--- src/design/lfu_pkg.sv ---
package lfu_pkg;

   // Cache geometry and field widths.
   localparam int MAX_ENTRIES = 16;
   localparam int TAG_BITS    = 32;
   localparam int ADDR_BITS   = 32;
   localparam int COUNT_BITS  = 32;
   localparam int STAMP_BITS  = 64;
   localparam int CAP_BITS    = 5;
   localparam int IDX_BITS    = (MAX_ENTRIES > 1) ? $clog2(MAX_ENTRIES) : 1;
   localparam int OCC_BITS    = $clog2(MAX_ENTRIES + 1);

   localparam logic [CAP_BITS-1:0]   CAP_RESET = CAP_BITS'(16);
   localparam logic [COUNT_BITS-1:0] COUNT_MAX = '1;

   // One stored cache entry, as it sits in the entry memory.
   typedef struct packed {
      logic [TAG_BITS-1:0]   tag;
      logic [COUNT_BITS-1:0] count;
      logic [STAMP_BITS-1:0] stamp;
   } entry_type;

   localparam int ENTRY_BITS = $bits(entry_type);

   // Lookup sequencer states.
   typedef enum logic [1:0] {
      ST_IDLE,
      ST_SCAN,
      ST_DONE
   } state_type;

endpackage

--- src/design/lfu_cache_lookup.sv ---
// A request transfer starts a scan that reads one entry per cycle from the entry
// memory; a hit ends the scan early, else it runs over all entries. The response
// is posted from the done state once the response register is free; no new request
// is taken until then, since req_stall is high whenever the sequencer is not idle.
// Reset (synchronous): all entries invalid, occupancy and stamp zero,
// capacity 16; the entry memory itself is not cleared.
module lfu_cache_lookup
   import lfu_pkg::*;
(
   input  logic                  clock,
   input  logic                  reset,
   input  logic                  req_valid,
   output logic                  req_stall,
   input  logic [ADDR_BITS-1:0]  req_address_tag,
   output logic                  rsp_valid,
   input  logic                  rsp_stall,
   output logic                  rsp_hit,
   output logic                  rsp_evicted_valid,
   output logic [ADDR_BITS-1:0]  rsp_evicted_tag,
   input  logic                  csr_valid,
   output logic                  csr_ready,
   input  logic [CAP_BITS-1:0]   csr_data
);

   localparam logic [IDX_BITS-1:0] LAST_IDX = IDX_BITS'(MAX_ENTRIES - 1);

   state_type state_ff, state_in;

   logic [CAP_BITS-1:0]    cap_ff;
   logic [MAX_ENTRIES-1:0] valid_ff, valid_in;
   logic [OCC_BITS-1:0]    occ_ff, occ_in;
   logic [STAMP_BITS-1:0]  stamp_ff, stamp_in;

   logic [TAG_BITS-1:0]    tag_ff, tag_in;
   logic [IDX_BITS-1:0]    scan_idx_ff, scan_idx_in;
   logic                   hit_ff, hit_in;
   logic [IDX_BITS-1:0]    hit_idx_ff, hit_idx_in;
   logic [COUNT_BITS-1:0]  hit_count_ff, hit_count_in;
   logic                   free_found_ff, free_found_in;
   logic [IDX_BITS-1:0]    free_idx_ff, free_idx_in;
   logic                   victim_found_ff, victim_found_in;
   logic [IDX_BITS-1:0]    victim_idx_ff, victim_idx_in;
   logic [COUNT_BITS+STAMP_BITS-1:0] victim_key_ff, victim_key_in;
   logic [TAG_BITS-1:0]    victim_tag_ff, victim_tag_in;

   logic                   rsp_valid_ff, rsp_valid_in;
   logic                   rsp_hit_ff, rsp_hit_in;
   logic                   rsp_ev_valid_ff, rsp_ev_valid_in;
   logic [ADDR_BITS-1:0]   rsp_ev_tag_ff, rsp_ev_tag_in;

   logic                   ram_wr_en;
   logic [IDX_BITS-1:0]    ram_wr_addr;
   entry_type              ram_wr_entry;
   logic [IDX_BITS-1:0]    ram_rd_addr;
   logic [ENTRY_BITS-1:0]  ram_rd_data;
   entry_type              rd_entry;

   logic                   req_xfer;
   logic                   cur_valid;
   logic                   cur_match;
   logic [COUNT_BITS+STAMP_BITS-1:0] cur_key;
   logic [OCC_BITS-1:0]    eff_cap;
   logic                   out_free;
   logic                   use_free;
   logic                   do_evict;
   logic [63:0]            tag_wide;
   logic [63:0]            ev_tag_wide;

   // Entry memory: tag, use count and age stamp of every entry.
   lfu_ram #(
      .WIDTH(ENTRY_BITS),
      .DEPTH(MAX_ENTRIES)
   ) u_entry_ram (
      .clock  (clock),
      .wr_en  (ram_wr_en),
      .wr_addr(ram_wr_addr),
      .wr_data(ram_wr_entry),
      .rd_addr(ram_rd_addr),
      .rd_data(ram_rd_data)
   );

   // Handshake outputs.
   assign req_stall         = (state_ff != ST_IDLE);
   assign req_xfer          = req_valid && !req_stall;
   assign csr_ready         = 1'b1;
   assign rsp_valid         = rsp_valid_ff;
   assign rsp_hit           = rsp_hit_ff;
   assign rsp_evicted_valid = rsp_ev_valid_ff;
   assign rsp_evicted_tag   = rsp_ev_tag_ff;

   // Entry under inspection during the scan.
   assign rd_entry  = entry_type'(ram_rd_data);
   assign cur_valid = valid_ff[scan_idx_ff];
   assign cur_match = cur_valid && (rd_entry.tag == tag_ff);
   assign cur_key   = {rd_entry.count, rd_entry.stamp};
   assign tag_wide  = 64'(req_address_tag);
   assign ev_tag_wide = 64'(victim_tag_ff);

   // Capacity clamped to the range one to MAX_ENTRIES.
   always_comb begin
      if (cap_ff == '0) begin
         eff_cap = OCC_BITS'(1);
      end else if (32'(cap_ff) > 32'(MAX_ENTRIES)) begin
         eff_cap = OCC_BITS'(MAX_ENTRIES);
      end else begin
         eff_cap = OCC_BITS'(cap_ff);
      end
   end

   // Response register is free when empty or being taken this cycle.
   assign out_free = !rsp_valid_ff || !rsp_stall;
   assign use_free = !hit_ff && free_found_ff && (occ_ff < eff_cap);
   assign do_evict = !hit_ff && !use_free && victim_found_ff;

   // Sequencer: next state, scan bookkeeping and write-back.
   always_comb begin
      state_in        = state_ff;
      valid_in        = valid_ff;
      occ_in          = occ_ff;
      stamp_in        = stamp_ff;
      tag_in          = tag_ff;
      scan_idx_in     = scan_idx_ff;
      hit_in          = hit_ff;
      hit_idx_in      = hit_idx_ff;
      hit_count_in    = hit_count_ff;
      free_found_in   = free_found_ff;
      free_idx_in     = free_idx_ff;
      victim_found_in = victim_found_ff;
      victim_idx_in   = victim_idx_ff;
      victim_key_in   = victim_key_ff;
      victim_tag_in   = victim_tag_ff;
      rsp_valid_in    = rsp_valid_ff && rsp_stall;
      rsp_hit_in      = rsp_hit_ff;
      rsp_ev_valid_in = rsp_ev_valid_ff;
      rsp_ev_tag_in   = rsp_ev_tag_ff;
      ram_wr_en       = 1'b0;
      ram_wr_addr     = victim_idx_ff;
      ram_wr_entry    = '{tag: tag_ff, count: COUNT_BITS'(1), stamp: stamp_ff};
      ram_rd_addr     = '0;

      unique case (state_ff)
         ST_IDLE: begin
            if (req_xfer) begin
               tag_in          = tag_wide[TAG_BITS-1:0];
               scan_idx_in     = '0;
               hit_in          = 1'b0;
               free_found_in   = 1'b0;
               victim_found_in = 1'b0;
               state_in        = ST_SCAN;
            end
         end

         ST_SCAN: begin
            // Fetch the next entry while judging the current one.
            ram_rd_addr = IDX_BITS'(scan_idx_ff + 1'b1);
            scan_idx_in = IDX_BITS'(scan_idx_ff + 1'b1);
            if (cur_match) begin
               hit_in       = 1'b1;
               hit_idx_in   = scan_idx_ff;
               hit_count_in = rd_entry.count;
               state_in     = ST_DONE;
            end else begin
               if (!cur_valid && !free_found_ff) begin
                  free_found_in = 1'b1;
                  free_idx_in   = scan_idx_ff;
               end
               // Smallest count wins; among equal counts the oldest stamp.
               if (cur_valid && (!victim_found_ff || cur_key < victim_key_ff)) begin
                  victim_found_in = 1'b1;
                  victim_idx_in   = scan_idx_ff;
                  victim_key_in   = cur_key;
                  victim_tag_in   = rd_entry.tag;
               end
               if (scan_idx_ff == LAST_IDX) begin
                  state_in = ST_DONE;
               end
            end
         end

         ST_DONE: begin
            if (out_free) begin
               // Write back the touched entry and post the response.
               ram_wr_en = hit_ff || use_free || do_evict;
               if (hit_ff) begin
                  ram_wr_addr        = hit_idx_ff;
                  ram_wr_entry.count = (hit_count_ff != COUNT_MAX) ?
                                       COUNT_BITS'(hit_count_ff + 1'b1) : hit_count_ff;
               end else if (use_free) begin
                  ram_wr_addr = free_idx_ff;
                  occ_in      = OCC_BITS'(occ_ff + 1'b1);
               end
               if (ram_wr_en) begin
                  stamp_in = STAMP_BITS'(stamp_ff + 1'b1);
                  valid_in[ram_wr_addr] = 1'b1;
               end
               rsp_valid_in    = 1'b1;
               rsp_hit_in      = hit_ff;
               rsp_ev_valid_in = do_evict;
               rsp_ev_tag_in   = do_evict ? ev_tag_wide[ADDR_BITS-1:0] : '0;
               state_in        = ST_IDLE;
            end
         end

         default: begin
            state_in = ST_IDLE;
         end
      endcase
   end

   // State register.
   always_ff @(posedge clock) begin
      if (reset) begin
         state_ff <= ST_IDLE;
      end else begin
         state_ff <= state_in;
      end
   end

   // Control registers and the capacity register.
   always_ff @(posedge clock) begin
      if (reset) begin
         cap_ff       <= CAP_RESET;
         valid_ff     <= '0;
         occ_ff       <= '0;
         stamp_ff     <= '0;
         rsp_valid_ff <= 1'b0;
      end else begin
         if (csr_valid && csr_ready) begin
            cap_ff <= csr_data;
         end
         valid_ff     <= valid_in;
         occ_ff       <= occ_in;
         stamp_ff     <= stamp_in;
         rsp_valid_ff <= rsp_valid_in;
      end
   end

   // Scan and response payload registers.
   always_ff @(posedge clock) begin
      tag_ff          <= tag_in;
      scan_idx_ff     <= scan_idx_in;
      hit_ff          <= hit_in;
      hit_idx_ff      <= hit_idx_in;
      hit_count_ff    <= hit_count_in;
      free_found_ff   <= free_found_in;
      free_idx_ff     <= free_idx_in;
      victim_found_ff <= victim_found_in;
      victim_idx_ff   <= victim_idx_in;
      victim_key_ff   <= victim_key_in;
      victim_tag_ff   <= victim_tag_in;
      rsp_hit_ff      <= rsp_hit_in;
      rsp_ev_valid_ff <= rsp_ev_valid_in;
      rsp_ev_tag_ff   <= rsp_ev_tag_in;
   end

endmodule

--- src/design/lfu_ram.sv ---
module lfu_ram #(
   parameter int WIDTH = 8,
   parameter int DEPTH = 16
) (
   input  logic                                        clock,
   input  logic                                        wr_en,
   input  logic [((DEPTH > 1) ? $clog2(DEPTH) : 1)-1:0] wr_addr,
   input  logic [WIDTH-1:0]                            wr_data,
   input  logic [((DEPTH > 1) ? $clog2(DEPTH) : 1)-1:0] rd_addr,
   output logic [WIDTH-1:0]                            rd_data
);

   logic [WIDTH-1:0] mem_ff [DEPTH];

   // One write port and one registered read port.
   always_ff @(posedge clock) begin
      if (wr_en) begin
         mem_ff[wr_addr] <= wr_data;
      end
      rd_data <= mem_ff[rd_addr];
   end

endmodule

--- config.mk ---
export PLATFORM = sky130hd
export DESIGN_NAME = lfu_cache_lookup
export DESIGN_NICKNAME = d
export VERILOG_FILES = /design/src/design/lfu_pkg.sv /design/src/design/lfu_cache_lookup.sv /design/src/design/lfu_ram.sv
export SDC_FILE = /design/constraint.sdc
export NUM_CORES = 2
export LEC_CHECK = 0
export CORE_MARGIN = 4
export CORE_UTILIZATION = 35
export CTS_CLUSTER_DIAMETER = 50
export DETAILED_ROUTE_END_ITERATION = 8
export DONT_BUFFER_PORTS = 1
export PLACE_DENSITY = 0.55
export SKIP_LAST_GASP = 1
export SLEW_MARGIN = 20
export SYNTH_ARGS = -nofsm -noshare
export SYNTH_HDL_FRONTEND = slang
export SYNTH_SLANG_ARGS = --single-unit
--- constraint.sdc ---
create_clock -name clock -period 20 [get_ports clock]
set_input_delay 4 -clock clock [delete_from_list [all_inputs] [get_ports clock]]
set_output_delay 4 -clock clock [all_outputs]
set_load 0.05 [all_outputs]
; Word level (Yosys, flattened, before mapping)
; Memories as Yosys holds them, arrays and structs flattened. A register that Yosys moved wholly into a read port is not among the register bits.
; Index checks and enable logic that the tools add are counted.
[word_totals]
latchBits = 0
mem_bits_rw = 2048
romBits = 0
input_bits = 42
n_memories = 1
ff_bits = 338
[classes]
order_cmp = 6
reduce_logical = 38
add_sub_neg = 4
mux = 39
n_bitwise = 3
n_eq_ne = 12
shift = 0
n_div = 0
n_mul = 0
[mem_list]
columns = memory, depth, width, rd, rd_ports_with_merged_regs, write_ports, line_no
row1 = u_entry_ram.mem_ff, 16, 128, 1, 1, 1, lfu_ram.sv:13  ; logic [WIDTH-1:0] mem_ff [DEPTH];
[ops]
columns = cell, n
row1 = 32-bit two-way mux, 4
row2 = 96-bit less-than comparator, 1
row3 = "64-bit by 1-bit adder with 64-bit output, second input constant", 1
row4 = "32-bit by 1-bit adder with 32-bit output, second input constant", 1
row5 = 32-bit == test, 1
row6 = 4-bit two-way mux, 8
row7 = "32-bit inequality test, second input constant", 1
row8 = 16-bit OR, 1
row9 = 3-bit AND reduction, 5
row10 = 1-bit two-way mux, 14
row11 = "2-bit inequality test, second input constant", 6
row12 = 4-bit AND reduction, 3
row13 = 1-bit logical AND, 10
row14 = "4-bit by 5-bit less-than comparator with 1-bit output, second input constant", 2
row15 = 5-bit two-way mux, 2
row16 = 1-bit zero test, 8
row17 = 2-bit two-way mux, 4
row18 = 4-bit case mux with 2 select lines, 1
row19 = 2-bit AND reduction, 4
row20 = 1-bit case mux with 2 select lines, 3
row21 = 2-bit case mux with 3 select lines, 1
row22 = "5-bit by 1-bit adder with 5-bit output, second input constant", 1
row23 = "5-bit > comparator, second input constant", 1
row24 = 5-bit zero test, 1
row25 = other kinds (13), 18

; Depth between registers and ports, before layout
[depth]
depth_word = 14
mapped_depth = 11

; Modules after synthesis
; From an unflattened synthesis, not the netlist that was laid out.
[unflattened]
cells_unflattened = 4685
hier_area_um2 = 94952.3
[modules_own_cells]
columns = module, instances, seq_area_each_um2, area_per_inst_um2, cells_each
row1 = lfu_ram, 1, 64061.4, 79331.1, 3365
row2 = lfu_cache_lookup, 1, 9218.8, 15621.2, 1320

; Worst setup path before layout
; No wires, ideal clock.
[synth_path]
path_kind = reg-to-reg
startpoint = reg scan_idx_ff[0]
endpoint = reg victim_idx_ff[0] (enable)
required_ns = 19.194
n_path_buf = 1
synth_period_minus_slack_ns = 11.990
setup_ns = 0.806
arrival_ns = 11.185
path_slack_ns = 8.010
path_stages_with_launch = 7
path_cell_list = edfxtp_1 > buf_2 > mux4_2 > mux4_2 > nand3_1 > nand3_1 > o21ai_0
[synth_via]
elab_chain_len = 5
word_cells_on_any_way = 6
[synth_lines]
columns = element, line_no
row1 = "start, declared", lfu_cache_lookup.sv:35  ; logic [IDX_BITS-1:0] scan_idx_ff, scan_idx_in;
row2 = "start signal, assigned", lfu_cache_lookup.sv:241  ; scan_idx_ff <= scan_idx_in;
row3 = 1-bit binary-select mux with 4-bit select *, lfu_cache_lookup.sv:93  ; assign cur_valid = valid_ff[scan_idx_ff];
row4 = 1-bit two-way mux (implied by the code) *, lfu_cache_lookup.sv:93
row5 = 1-bit logical AND, lfu_cache_lookup.sv:94  ; assign cur_match = cur_valid && (rd_entry.tag == tag_ff);
row6 = 1-bit NOT (no line), n/a
row7 = 3-bit AND reduction (no line) *, n/a
row8 = "end signal, assigned", lfu_cache_lookup.sv:248  ; victim_idx_ff <= victim_idx_in;
row9 = "end, declared", lfu_cache_lookup.sv:42  ; logic [IDX_BITS-1:0] victim_idx_ff, victim_idx_in;
; Mark *: on every way between the ends. The rest lies on a longest branch, timed or not. The select of a mux whose other input is x is not followed.
; A chain may end at the register's enable or synchronous reset.

; Final worst setup path
[layout_path]
startpoint = in rsp_stall
endpoint = mem u_entry_ram.mem_ff[9][117] (netlist name) (enable)
[layout_via]
elab_chain_len = 6
word_cells_on_any_way = 8
[layout_lines]
columns = element, line_no
row1 = "start, declared", lfu_cache_lookup.sv:16  ; input logic rsp_stall,
row2 = 1-bit zero test *, lfu_cache_lookup.sv:111  ; assign out_free = !rsp_valid_ff || !rsp_stall;
row3 = 1-bit logical OR *, lfu_cache_lookup.sv:111
row4 = 1-bit two-way mux, lfu_cache_lookup.sv:181  ; if (out_free) begin
row5 = 1-bit two-way mux, lfu_cache_lookup.sv:141  ; unique case (state_ff)
row6 = 1-bit two-way mux, lfu_ram.sv:17  ; if (wr_en) begin
row7 = 1-bit two-way mux (implied by the code), lfu_ram.sv:18  ; mem_ff[wr_addr] <= wr_data;
row8 = "end, declared", lfu_ram.sv:13
; Mark *: on every way between the ends. The rest lies on a longest branch, timed or not.

==> impl_metrics.toml <==
[critical_path]
regToRegStartpoint = "scan_idx_ff[1]"
criticalPathCategory = "in2reg"
worstPathArrival_ns = 8.07
path_buf_inv = 5
path_delay_family = "buffers and inverters"
slowest_delay_ns = 0.83
timing.critical_path.slowest_stage_cell = "buf_4"
path_cells = "nand2_1, buf_4, nand2_1, inv_2, buf_4, o21ai_1, a21o_1, or2_2, nor2_4, buf_4, buf_4"
required_ns = 20.44
critPathMaxFanout = 48
ff2ff_path_depth = 10
cp_common_cell = "buf_4"
crit_path_end_kind = "flip-flop"
rrSetupSlack_ns = 13.18
r2r_end = "u_entry_ram.rd_data[35]"
cp-start-kind = "input port"

[yosys]
synth-simple-area-share_pct = 7.305
synth_fa_ha_area_share_pct = 1.311
ys.flop_type = "edfxtp_1"
syn_area_mm2 = 0.09827
ys_async_sr_fraction_pct = 0
synth_top_family_by_area = "multiplexers"
yosysWarnings = 0
synth_seq_cells = 2514
synth_mux_area_share_pct = 8.024
synth-edff-count = 2293
synth-compound-area-share_pct = 5.747
synth_cell_types = 76
synthXorXnorAreaFrac_pct = 1.061
postSynthAreaPerCell_um2 = 15.75
ys_seq_area_share_pct = 74.57
synthCells = 6240
syn-num-nets = 6385

[clocking]
cts_tree = "yes"
postCtsSetupBuffers = 0
clk_pin_slew_ns = 0.06
cts_root_buf = "clkbuf_16"
clkLatencyLatePin_ns = 0.84
hold_buffers = 0
cts-buffers-inserted = 293
clockBufferDepth = 4
cts_max_level = 5
cts.sinks = 2514
ctsResizeCount = 0

[power_and_ir_drop]
ir_drop_mv = 0.06873
leakage_uw = 0.03651
powerDensity_mw_per_mm2 = 110.9

[finish]
area_delta_synth_final_pct = 14.34
layout-drive-gt1-share_pct = 10.55
final_cells = 10230
layout_common_cells = "edfxtp_1 (2293), nand2_1 (865), mux2i_1 (556), clkbuf_16 (304), a311oi_1 (286)"
fin_util_pct = 40.22
n_fill_cell = 25130
layout_commonest_cell = "edfxtp_1"
nNetsFinal = 6416

[timing]
rsz0062_at_grt = "no"
worst_pin_slew_ns = 1.159
finalHoldViolCount = 0
setup_viol = 0
max_freq_mhz = 131.0
skew_ns = 0.05945
fin_crit_ns = 7.631
slew_violations = 0
fin_crit_sh_pct = 38.15
slew_headroom_pct = 22.06
holdWs_ns = 0.4229
tns_ns = 0

[floorplan]
start_util_pct = 35.18
coreArea_mm2 = 0.2794
die_w_um = 537.9
boundaryPins = 79
die_y_um = 537.9
rows = 194
dieArea_mm2 = 0.2893

[grt]
grt_max_degree = 150
grt_overflow_total = 0
grt_pass1_wl_um = 367000
grt_pass1_vias = 53740
grt_usage_pct = 16.90
antenna_found_initial = 7

[detailed_routing]
drt-total-wl_um = 250100
avgViaCountPerCell = 5.239
vias = 53600
first_iter_violations = 5036
drc_errors = 0
ant_nets = 0
wire_per_inst_um = 24.45
firstDrtPassIters = 5

[place]
gp_congestion = 0.7774
dp.cells = 9700
place.port_buffers = 0
hpwlAfterDp_um = 128500

[hold_path]
min-delay-start = "u_entry_ram.rd_data[33]"
whs_endpoint = "victim_key_ff[33]"
hold_depth = 0
min_path_type = "reg2reg"

[outcome]
status = "finished, final reports clean"

[flow_run]
cap_violations = 0
[routing by layer]
| metal | vias to the layer above | global-route usage [%] | share of wire (%) |
|---|---|---|---|
| met2 | 1502 | 27.85 | 48 |
| li1 | 24090 | - | - |
| met1 | 27620 | 23.66 | 45 |
| met5 | - | 0 | 0 |
| met3 | 381 | 1.958 | 4.6 |
| met4 | 0 | 4.839 | 2.8 |
[power by group]
part / leakage (µW) / internal (µW) / switching [µW] / total [µW]
combinational: 0.00962 / 402 / 731 / 1130
sequential: 0.0221 / 5820 / 130 / 5950
clock: 0.00474 / 3260 / 2120 / 5380
total: 0.0365 / 9480 / 2980 / 12500
[sequential cells by signal, summed over array words and instances, names as in the netlist, 16 cells and up]
name	count
u_entry_ram.mem_ff	2048
hit_count_ff	32
rsp_evicted_tag	32
stamp_ff	64
victim_tag_ff	32
victim_key_ff	96
tag_ff	32
u_entry_ram.rd_data	128
valid_ff	16
[worst max-delay path by stage]
stage / from / endpoint / cells after the start
after floorplan: scan_idx_ff[0] / victim_idx_ff[0] / 6
after global placement: rsp_stall / u_entry_ram.mem_ff[9][117] / 11
after detailed placement: rsp_stall / u_entry_ram.mem_ff[9][109] / 11
after CTS: rsp_stall / u_entry_ram.mem_ff[9][117] / 11
after global routing: rsp_stall / u_entry_ram.mem_ff[9][117] / 11
final: rsp_stall / u_entry_ram.mem_ff[9][117] / 11
[logic make-up after synthesis]
kind of cell / after synthesis
compound gates: 766
mux: 659
flops: 2514
xor+xnor: 119
simple gates: 1582
buf+inv: 496
other cells: 1
fa+ha+maj: 103
[final cells by class]
cell class,instances,area (µm²),area share (%)
Multi-Input combinational cell,3230,23200,20.65
Antenna cell,1,2.502,0.002227
Clock inverter,142,1702,1.514
Timing Repair Buffer,95,845.8,0.7527
Clock buffer,387,8089,7.199
Tap cell,3724,4659,4.147
Inverter,137,581.8,0.5178
Sequential cell,2514,73280,65.22
[Yosys cell counts, drive strengths merged, types with 37 or more instances]
cell / number / area share [%]
a211oi: 163 / 1.2
a21oi: 185 / 0.96
a311oi: 287 / 2.6
a31oi: 37 / 0.24
and2: 40 / 0.25
buf: 103 / 0.48
clkbuf: 256 / 0.98
dfxtp: 221 / 4.5
edfxtp: 2293 / 70
ha: 103 / 1.3
inv: 136 / 0.52
mux2i: 556 / 5.7
mux4: 103 / 2.4
nand2: 867 / 3.3
nand3: 200 / 1.0
nand4: 49 / 0.32
nor2: 132 / 0.50
nor2b: 163 / 1.0
nor3: 37 / 0.19
o21ai: 39 / 0.20
xnor2: 91 / 0.81
[per-stage QoR]
stage | setup slack (ns) | power (µW) | cell area [µm²]
global route | 12.20 | 12890 | 112400
CTS | 12.35 | 12580 | 112400
floorplan | 8.010 | 6772 | 98270
detailed placement | 11.45 | 7200 | 102600
finish | 12.37 | 12460 | 112400
global placement | 11.42 | 7188 | 102500
[worst register-to-register path: cells and delay by family (launching register included)]
kind | cells | cell delay (ns)
and+or+nand+nor | 1 | 0.52
adders and majority gates | 1 | 0.77
AOI/OAI and AO/OA | 1 | 0.15
buffers and inverters | 5 | 4.06
muxes | 2 | 0.70
DFF | 1 | 0.52
No activity file was read; power rests on OpenSTA's default activity.
